File: config.mk
export PLATFORM = sky130hd
export DESIGN_NAME = doubly_linked_list_engine_top
export DESIGN_NICKNAME = d
export VERILOG_FILES = /design/src/dll_pkg.sv /design/src/dll_ram.sv /design/src/dll_alloc.sv /design/src/doubly_linked_list_engine_top.sv
export SDC_FILE = /design/constraint.sdc
export NUM_CORES = 1
export LEC_CHECK = 0
export ABC_AREA = 1
export BUFFER_PORTS_ARGS = -buffer_cell sky130_fd_sc_hd__clkbuf_2
export CORE_MARGIN = 3
export CORE_UTILIZATION = 25
export DETAILED_ROUTE_END_ITERATION = 7
export REMOVE_ABC_BUFFERS = 1
export SYNTH_ARGS = -nofsm -noshare
export SYNTH_HDL_FRONTEND = slang
export SYNTH_SLANG_ARGS = --single-unit
export TNS_END_PERCENT = 100
File: constraint.sdc
create_clock -name clk -period 4.9 [get_ports clk]
set_clock_uncertainty 0.05 [all_clocks]
set_input_delay 0.735 -clock clk [delete_from_list [all_inputs] [get_ports clk]]
set_output_delay 0.735 -clock clk [all_outputs]
set_load 0.01 [all_outputs]
File: src/dll_pkg.sv
// Package: request codes, defaults and shared types of the linked list engine.
`default_nettype none
package dll_pkg;
  localparam int PoolNodesDefault = 16;
  localparam int ValueBitsDefault = 32;
  localparam int ReqBits = 5;
  localparam int OutValueBits = 32;
  localparam int CountOutBits = 5;

  typedef enum logic [ReqBits-1:0] {
    REQ_CLEAR      = 5'd0,
    REQ_INS_FIRST  = 5'd1,
    REQ_INS_LAST   = 5'd2,
    REQ_CUR_FIRST  = 5'd3,
    REQ_CUR_LAST   = 5'd4,
    REQ_RD_FIRST   = 5'd5,
    REQ_RD_LAST    = 5'd6,
    REQ_DEL_FIRST  = 5'd7,
    REQ_DEL_LAST   = 5'd8,
    REQ_DEL_AFTER  = 5'd9,
    REQ_DEL_BEFORE = 5'd10,
    REQ_INS_AFTER  = 5'd11,
    REQ_INS_BEFORE = 5'd12,
    REQ_RD_CUR     = 5'd13,
    REQ_WR_CUR     = 5'd14,
    REQ_NEXT       = 5'd15,
    REQ_PREV       = 5'd16
  } req_t;
endpackage
`default_nettype wire

File: src/dll_ram.sv
// Generic single-write, single-read RAM with registered read data.
`default_nettype none
module dll_ram #(
  parameter int WIDTH = 8,
  parameter int DEPTH = 16
) (
  input  wire logic                     clk,
  input  wire logic                     we,
  input  wire logic [$clog2(DEPTH)-1:0] waddr,
  input  wire logic [WIDTH-1:0]         wdata,
  input  wire logic [$clog2(DEPTH)-1:0] raddr,
  output logic      [WIDTH-1:0]         rdata
);
  logic [WIDTH-1:0] mem [DEPTH];

  always_ff @(posedge clk) begin
    if (we) begin
      mem[waddr] <= wdata;
    end
    rdata <= mem[raddr];
  end
endmodule
`default_nettype wire

File: src/dll_alloc.sv
// Allocation map: lowest free node search, set and free of single nodes.
`default_nettype none
module dll_alloc #(
  parameter int POOL_NODES = dll_pkg::PoolNodesDefault,
  parameter int IW = $clog2(POOL_NODES + 1)
) (
  input  wire logic          clk,
  input  wire logic          rst,
  input  wire logic          clear_all,
  input  wire logic          set_en,
  input  wire logic [IW-1:0] set_idx,
  input  wire logic          free_en,
  input  wire logic [IW-1:0] free_idx,
  output logic      [IW-1:0] free_node
);
  logic [POOL_NODES-1:0] in_use;

  // Priority encode from the top so the lowest free node wins.
  always_comb begin
    free_node = IW'(POOL_NODES);
    for (int i = POOL_NODES - 1; i >= 0; i--) begin
      if (!in_use[i]) begin
        free_node = IW'(i);
      end
    end
  end

  always_ff @(posedge clk) begin
    if (rst || clear_all) begin
      in_use <= '0;
    end else begin
      for (int i = 0; i < POOL_NODES; i++) begin
        if (set_en && set_idx == IW'(i)) begin
          in_use[i] <= 1'b1;
        end else if (free_en && free_idx == IW'(i)) begin
          in_use[i] <= 1'b0;
        end
      end
    end
  end
endmodule
`default_nettype wire

File: src/doubly_linked_list_engine_top.sv
// Top level: linked list engine with node memories and request sequencer.
// Sequence: one request is in work at a time. The node memories (registered read) are read
// at most twice before write-back. Clear, cursor moves to the ends, cursor write, no-ops and
// requests that fail or do nothing at once go straight to S_OUT; reads pass S_RD2, next/prev
// S_RD1; front/back inserts pass S_UNLK and S_WB2, front/back deletes S_RD2, S_UNLK and S_WB2,
// cursor inserts S_RD1, S_UNLK and S_WB2, neighbor deletes all four; a stall holds S_OUT.
// Reset: head, tail and cursor go null, count and allocation map clear; node memories keep.
`default_nettype none
module doubly_linked_list_engine_top #(
  parameter int POOL_NODES = dll_pkg::PoolNodesDefault,
  parameter int VALUE_BITS = dll_pkg::ValueBitsDefault
) (
  input  wire logic                    clk,
  input  wire logic                    rst,
  input  wire logic                    in_valid,
  output logic                         in_stall,
  input  wire logic [dll_pkg::ReqBits-1:0] req_type,
  input  wire logic signed [31:0]      value,
  output logic                         out_valid,
  input  wire logic                    out_stall,
  output logic signed [dll_pkg::OutValueBits-1:0] read_value,
  output logic                         error,
  output logic                         cursor_active,
  output logic                         list_empty,
  output logic [dll_pkg::CountOutBits-1:0] node_count
);
  localparam int IW = $clog2(POOL_NODES + 1);  // index incl. null code
  localparam int AW = $clog2(POOL_NODES);      // memory address
  localparam int CW = $clog2(POOL_NODES + 1);  // count
  localparam logic [IW-1:0] NIL = IW'(POOL_NODES);

  typedef enum logic [5:0] {
    S_IDLE  = 6'b000001,
    S_RD1   = 6'b000010,  // cursor link read in flight
    S_RD2   = 6'b000100,  // target value or link read in flight
    S_UNLK  = 6'b001000,  // fresh node write or unlink write-back
    S_WB2   = 6'b010000,  // neighbor link write-back
    S_OUT   = 6'b100000   // result waits in the output register
  } state_t;

  state_t state;
  dll_pkg::req_t req;
  logic [VALUE_BITS-1:0] val;
  logic [IW-1:0] head, tail, cursor;
  logic [CW-1:0] count;
  // node being linked or unlinked and its neighbors
  logic [IW-1:0] tgt, nb_p, nb_n;
  logic [IW-1:0] fresh;

  // Memories: value, next link, previous link.
  logic              v_we, n_we, p_we;
  logic [AW-1:0]     v_wa, n_wa, p_wa, v_ra, l_ra;
  logic [VALUE_BITS-1:0] v_wd, v_rd;
  logic [IW-1:0]     n_wd, p_wd, n_rd, p_rd;

  dll_ram #(.WIDTH(VALUE_BITS), .DEPTH(POOL_NODES)) u_val (
    .clk(clk), .we(v_we), .waddr(v_wa), .wdata(v_wd), .raddr(v_ra), .rdata(v_rd));
  dll_ram #(.WIDTH(IW), .DEPTH(POOL_NODES)) u_next (
    .clk(clk), .we(n_we), .waddr(n_wa), .wdata(n_wd), .raddr(l_ra), .rdata(n_rd));
  dll_ram #(.WIDTH(IW), .DEPTH(POOL_NODES)) u_prev (
    .clk(clk), .we(p_we), .waddr(p_wa), .wdata(p_wd), .raddr(l_ra), .rdata(p_rd));

  logic          al_clear, al_set, al_free;
  logic [IW-1:0] al_set_idx, al_free_idx, free_node;

  dll_alloc #(.POOL_NODES(POOL_NODES), .IW(IW)) u_alloc (
    .clk(clk), .rst(rst), .clear_all(al_clear),
    .set_en(al_set), .set_idx(al_set_idx),
    .free_en(al_free), .free_idx(al_free_idx), .free_node(free_node));

  function automatic logic is_node(input logic [IW-1:0] i);
    return i < IW'(POOL_NODES);
  endfunction

  // Links read back from memory; out-of-range codes mean null.
  logic [IW-1:0] rd_next, rd_prev;
  assign rd_next = is_node(n_rd) ? n_rd : NIL;
  assign rd_prev = is_node(p_rd) ? p_rd : NIL;

  assign in_stall = (state != S_IDLE);

  logic [VALUE_BITS-1:0] res_val;
  logic                  res_err;
  logic                  accept;
  assign accept = in_valid && !in_stall;

  // Result is taken from the result registers and the list state.
  assign out_valid     = (state == S_OUT);
  assign read_value    = 32'(res_val);
  assign error         = res_err;
  assign cursor_active = is_node(cursor);
  assign list_empty    = (count == '0);
  assign node_count    = 5'(count);

  // Combinational memory and allocation controls.
  state_t        state_next;
  logic [IW-1:0] head_next, tail_next, cursor_next, tgt_next, nbp_next, nbn_next;
  logic [IW-1:0] fresh_next;
  logic [CW-1:0] count_next;
  logic [VALUE_BITS-1:0] resv_next;
  logic          rese_next;

  always_comb begin
    state_next  = state;
    head_next   = head;
    tail_next   = tail;
    cursor_next = cursor;
    count_next  = count;
    tgt_next    = tgt;
    nbp_next    = nb_p;
    nbn_next    = nb_n;
    fresh_next  = fresh;
    resv_next   = res_val;
    rese_next   = res_err;
    v_we = 1'b0; n_we = 1'b0; p_we = 1'b0;
    v_wa = '0;   n_wa = '0;   p_wa = '0;
    v_wd = val;  n_wd = NIL;  p_wd = NIL;
    v_ra = '0;   l_ra = '0;
    al_clear = 1'b0; al_set = 1'b0; al_free = 1'b0;
    al_set_idx = NIL; al_free_idx = NIL;

    unique case (state)
      S_IDLE: begin
        if (accept) begin
          resv_next  = '0;
          rese_next  = 1'b0;
          fresh_next = free_node;
          state_next = S_OUT;
          case (req_type)
            dll_pkg::REQ_CLEAR: begin
              al_clear = 1'b1;
              head_next = NIL; tail_next = NIL; cursor_next = NIL;
              count_next = '0;
            end
            dll_pkg::REQ_CUR_FIRST: cursor_next = head;
            dll_pkg::REQ_CUR_LAST:  cursor_next = tail;
            dll_pkg::REQ_WR_CUR: begin
              if (is_node(cursor)) begin
                v_we = 1'b1; v_wa = AW'(cursor);
                v_wd = VALUE_BITS'(value);
              end
            end
            dll_pkg::REQ_INS_FIRST, dll_pkg::REQ_INS_LAST: begin
              rese_next = !is_node(free_node);
              state_next = is_node(free_node) ? S_UNLK : S_OUT;
            end
            dll_pkg::REQ_INS_AFTER, dll_pkg::REQ_INS_BEFORE: begin
              if (is_node(cursor)) begin
                rese_next = !is_node(free_node);
                if (is_node(free_node)) begin
                  l_ra = AW'(cursor);
                  state_next = S_RD1;
                end
              end
            end
            dll_pkg::REQ_RD_FIRST, dll_pkg::REQ_RD_LAST, dll_pkg::REQ_RD_CUR: begin
              tgt_next = (req_type == dll_pkg::REQ_RD_FIRST) ? head :
                         (req_type == dll_pkg::REQ_RD_LAST) ? tail : cursor;
              if (is_node(tgt_next)) begin
                v_ra = AW'(tgt_next);
                state_next = S_RD2;
              end else begin
                rese_next = 1'b1;
              end
            end
            dll_pkg::REQ_DEL_FIRST, dll_pkg::REQ_DEL_LAST: begin
              tgt_next = (req_type == dll_pkg::REQ_DEL_FIRST) ? head : tail;
              if (is_node(tgt_next)) begin
                l_ra = AW'(tgt_next);
                state_next = S_RD2;
              end
            end
            dll_pkg::REQ_DEL_AFTER, dll_pkg::REQ_DEL_BEFORE,
            dll_pkg::REQ_NEXT, dll_pkg::REQ_PREV: begin
              if (is_node(cursor)) begin
                l_ra = AW'(cursor);
                state_next = S_RD1;
              end
            end
            default: ;
          endcase
        end
      end

      // Cursor links are on the read port.
      S_RD1: begin
        state_next = S_OUT;
        case (req)
          dll_pkg::REQ_NEXT: cursor_next = rd_next;
          dll_pkg::REQ_PREV: cursor_next = rd_prev;
          dll_pkg::REQ_INS_AFTER: begin
            nbp_next = cursor; nbn_next = rd_next;
            state_next = S_UNLK;
          end
          dll_pkg::REQ_INS_BEFORE: begin
            nbp_next = rd_prev; nbn_next = cursor;
            state_next = S_UNLK;
          end
          default: begin
            // delete after / before: fetch the neighbor's links
            tgt_next = (req == dll_pkg::REQ_DEL_AFTER) ? rd_next : rd_prev;
            if (is_node(tgt_next)) begin
              l_ra = AW'(tgt_next);
              state_next = S_RD2;
            end
          end
        endcase
      end

      // Target's value or links are on the read port.
      S_RD2: begin
        state_next = S_OUT;
        if (req == dll_pkg::REQ_RD_FIRST || req == dll_pkg::REQ_RD_LAST ||
            req == dll_pkg::REQ_RD_CUR) begin
          resv_next = v_rd;
        end else begin
          nbp_next = rd_prev;
          nbn_next = rd_next;
          state_next = S_UNLK;
        end
      end

      // Write the fresh node, or unlink the target with the first neighbor fix.
      S_UNLK: begin
        state_next = S_WB2;
        if (req == dll_pkg::REQ_INS_FIRST || req == dll_pkg::REQ_INS_LAST ||
            req == dll_pkg::REQ_INS_AFTER || req == dll_pkg::REQ_INS_BEFORE) begin
          if (req == dll_pkg::REQ_INS_FIRST) begin
            nbp_next = NIL; nbn_next = head;
          end else if (req == dll_pkg::REQ_INS_LAST) begin
            nbp_next = tail; nbn_next = NIL;
          end
          al_set = 1'b1; al_set_idx = fresh;
          v_we = 1'b1; v_wa = AW'(fresh); v_wd = val;
          n_we = 1'b1; n_wa = AW'(fresh); n_wd = nbn_next;
          p_we = 1'b1; p_wa = AW'(fresh); p_wd = nbp_next;
          count_next = count + CW'(1);
          if (!is_node(nbp_next)) begin
            head_next = fresh;
          end
          if (!is_node(nbn_next)) begin
            tail_next = fresh;
          end
          tgt_next = fresh;
        end else begin
          al_free = 1'b1; al_free_idx = tgt;
          if (count != '0) begin
            count_next = count - CW'(1);
          end
          if (cursor == tgt) begin
            cursor_next = NIL;
          end
          if (is_node(nb_p)) begin
            n_we = 1'b1; n_wa = AW'(nb_p); n_wd = nb_n;
          end else begin
            head_next = nb_n;
          end
          if (!is_node(nb_n)) begin
            tail_next = nb_p;
          end
        end
      end

      // Neighbor fixes: both neighbors' links on insert, prev link of the node after on delete.
      S_WB2: begin
        state_next = S_OUT;
        if (req == dll_pkg::REQ_INS_FIRST || req == dll_pkg::REQ_INS_LAST ||
            req == dll_pkg::REQ_INS_AFTER || req == dll_pkg::REQ_INS_BEFORE) begin
          if (is_node(nb_p)) begin
            n_we = 1'b1; n_wa = AW'(nb_p); n_wd = tgt;
          end
          if (is_node(nb_n)) begin
            p_we = 1'b1; p_wa = AW'(nb_n); p_wd = tgt;
          end
        end else if (is_node(nb_n)) begin
          p_we = 1'b1; p_wa = AW'(nb_n); p_wd = nb_p;
        end
      end

      S_OUT: begin
        if (!out_stall) begin
          state_next = S_IDLE;
        end
      end

      default: state_next = S_IDLE;
    endcase
  end

  always_ff @(posedge clk) begin
    if (rst) begin
      state  <= S_IDLE;
      head   <= NIL;
      tail   <= NIL;
      cursor <= NIL;
      count  <= '0;
    end else begin
      state  <= state_next;
      head   <= head_next;
      tail   <= tail_next;
      cursor <= is_node(cursor_next) ? cursor_next : NIL;
      count  <= count_next;
    end
  end

  // Payload registers: capture the request and hold working indexes.
  always_ff @(posedge clk) begin
    if (accept) begin
      req <= dll_pkg::req_t'(req_type);
      val <= VALUE_BITS'(value);
    end
    tgt     <= tgt_next;
    nb_p    <= nbp_next;
    nb_n    <= nbn_next;
    fresh   <= fresh_next;
    res_val <= resv_next;
    res_err <= rese_next;
  end
endmodule
`default_nettype wire

==> results.md <==
* RSZ-0062 raised after global routing: no
* Starting DRT DRC Count at 2521
* Routed Antenna Nets at 0
* Core Region at 0.144 mm²
* Yosys warns at 0
* Internal power at 11.9 mW
* # H-tree levels at 3
* Crit path buf inv count at 4
* DPL Wire Length at 57100 µm
* First-pass GRT wire length at 150000 µm
* Routability Congestion at 0.943
* Total power at 15.3 mW
* Synth async-reset ratio at 0%
* Max frequency at 0.257 GHz
* Commonest cells post-synth: edfxtp_1 (762), nand2_1 (602), nand3_1 (468), inv_1 (426), nor2_1 (385)
* Post-CTS Resized at 0
* Largest net degree at the start of global routing at 100
* Tot GR Track Use at 12.9%
* Final core area utilization at 29.4%
* Stages on the worst setup path at 11
* Initial core utilization at 25.2%
* Final Cycle Share at 79.4%
* DIE AREA at 0.150 mm²
* Vias/cell at 4.57
* Relative slew slack at 22.6%
* Hold slack final at 0.194 ns
* Syn Area/Cell at 10.6 µm²
* Min-Delay Path Depth at 1
* Critical path peak fanout at 6
* CTS tree: done
* Post-route design area at 0.0423 mm²
* CP peak stage delay at 0.66 ns
* Min cycle time layout at 3.89 ns
* Yosys reg bits at 846
* Maxcap violations at 0
* # clock sinks at 846
* Switching Fraction at 22.0%
* Pre-CTS WS at 1.05 ns
* Max Slew Vio Count at 0
* Worst-path cell chain: nor2_1 > inv_2 > nor3_1 > inv_1 > nor3_1 > inv_1 > nor2_1 > inv_1 > o21ai_0 > nand2_1 > nor2_1
* Setup Viol. Count Final at 0
* Placed cell areas at 0.0394 mm²
* Die Ht at 387 µm
* Top cells by area, synth: edfxtp_1 (63%), nand3_1 (6.4%), nand2_1 (6.2%), dfxtp_1 (4.6%), inv_1 (4.4%)
* Vias in the first global route at 23800
* Crit end category: flop
* Clk root buf: clkbuf_16
* CTS buffer count at 88
* Total number of vias at 25000
* Share of layout cells above drive strength 1 at 10.5%
* P_sw at 3.37 mW
* Antenna violations before repair at 8
* Setup TNS at 0 ns
* # nets final at 3534
* Worst-Margin Slew at 1.15 ns
* Most frequent cell after synthesis: edfxtp_1
* WS Path Type: reg2reg
* Seq pwr share at 52.8%
* Clock power frac at 43.8%
* Yosys top cell by area: edfxtp_1
* Leakage at 15.8 nW
* Clock buffer depth at 3
* Most used DFF post-synth: edfxtp_1
* Inst Count DP at 5302
* Diode count at 0
* PortBufs at 82
* Tightest Hold Check Type: in2reg
* Final hold violations at 0
* Seq/Total Area, Yosys at 67.6%
* Setup WS post-layout at 1.01 ns
* Area added between synthesis and finish at 16.4%
* Std-Cell Rows at 139
* Logic gate share of total power at 3.5%
* Post-Layout Cell Count at 5467
* Post-Syn Area at 0.0363 mm²
* Library cells used by synthesis at 51
* Cells after Synth at 3416
* Total wire length at 99800 µm
* Drt drc at 0
* Worst IR drop on VDD at 0.246 mV
* Hold buffers post-CTS at 0
* Startpoint types: flop
* Global route overflow at 0
* Clk_lat worst skew at 0.67 ns
* Worst R2R Path Depth at 11
* Avg WL per Cell at 18.3 µm
* EDFF count, synth at 762
* Status: complete, no violations
* CP required at 5.10 ns
* Detailed Routing Iterations Pass 1 at 6
* Die span in x at 387 µm
* Cell Pwr Density at 362 mW/mm²
* I/O Pins at 83
* Slowest-stage cell, CP: nor3_1
* CTS clk-pin slew, worst paths at 0.06 ns
* Postcts setup bufs at 0
* CP top delay family: simple AND/OR/NAND/NOR gates
* Worst EP arrival at 4.09 ns
* Share of the synthesized area in the top cell type at 63.0%
## worst register-to-register path, delay by kind of cell, from the launching register on
kind / cells / cell delay [ns]
simple gates: 6 / 2.02
buf+inv: 4 / 0.53
compound gates: 1 / 0.56
flops: 1 / 0.33
## registers in the layout, indices dropped and copies added, names as in the netlist, 6 cells and up
signal          flops
state               6
read_value         32
u_alloc.in_use     16
u_prev.mem         80
u_val.rdata        32
u_next.mem         80
u_val.mem         512
val                32
## placed cells by master (no fill, tap or decap), types with 17 or more instances in the layout
cell,Yosys,routed
edfxtp_1,762,762
nand2_1,602,602
nand3_1,468,466
inv_1,426,425
nor2_1,385,367
o21ai_0,119,114
o21ai_1,94,94
clkbuf_16,0,90
dfxtp_1,84,84
clkbuf_2,0,82
a21oi_1,57,56
o211ai_1,49,49
nand3b_1,39,39
buf_4,7,39
mux2_2,32,32
buf_12,0,24
nor2_4,4,22
nor3_1,18,18
o22ai_1,19,18
clkbuf_1,77,18
clkinv_2,0,17
## per-layer routing
metal / routed length (µm) / vias up / GRT usage, %
met5: 20 / - / 0
met4: 2660 / 2 / 3.90
met3: 6440 / 183 / 2.25
met2: 47500 / 890 / 21.4
met1: 43200 / 12100 / 17.1
li1: - / 11800 / -
## cell families after synthesis
family                     synth area share [%]
AOI/OAI and AO/OA                          6.10
xor gates and xnor gates                  0.193
adders and majority gates                 0.159
buffers and inverters                      6.54
DFF                                        67.6
muxes                                     0.992
and+or+nand+nor                            18.4
## layout make-up
| type | instances | area [µm²] |
|---|---|---|
| Timing Repair Buffer | 145 | 1180 |
| Tap cell | 1903 | 2380 |
| Inverter | 438 | 1650 |
| Clock buffer | 115 | 2420 |
| Clock inverter | 50 | 508 |
| Sequential cell | 846 | 24600 |
| Multi-Input combinational cell | 1970 | 9580 |
| Fill cell | 14800 | 102000 |
## path summary, 6_finish.rpt
kind	startpoint	to	slack [ns]
worst max-delay path	state[0]	u_prev.mem[4][1]	1.01
worst min-delay path	value[21]	val[21]	0.19
worst max register to register	state[0]	u_prev.mem[4][1]	1.01
worst min register to register	u_val.rdata[25]	read_value[25]	0.44
## power by group through the flow
stage | clock (mW) | combinational, mW | sequential, mW
finish | 6.70 | 0.528 | 8.07
global route | 7.15 | 0.578 | 8.07
CTS | 6.85 | 0.532 | 8.07
detailed placement | 0 | 0.530 | 8.22
global placement | 0 | 0.522 | 8.22
floorplan | 0 | 0.263 | 8.22
(Power assumes the default switching activity.)
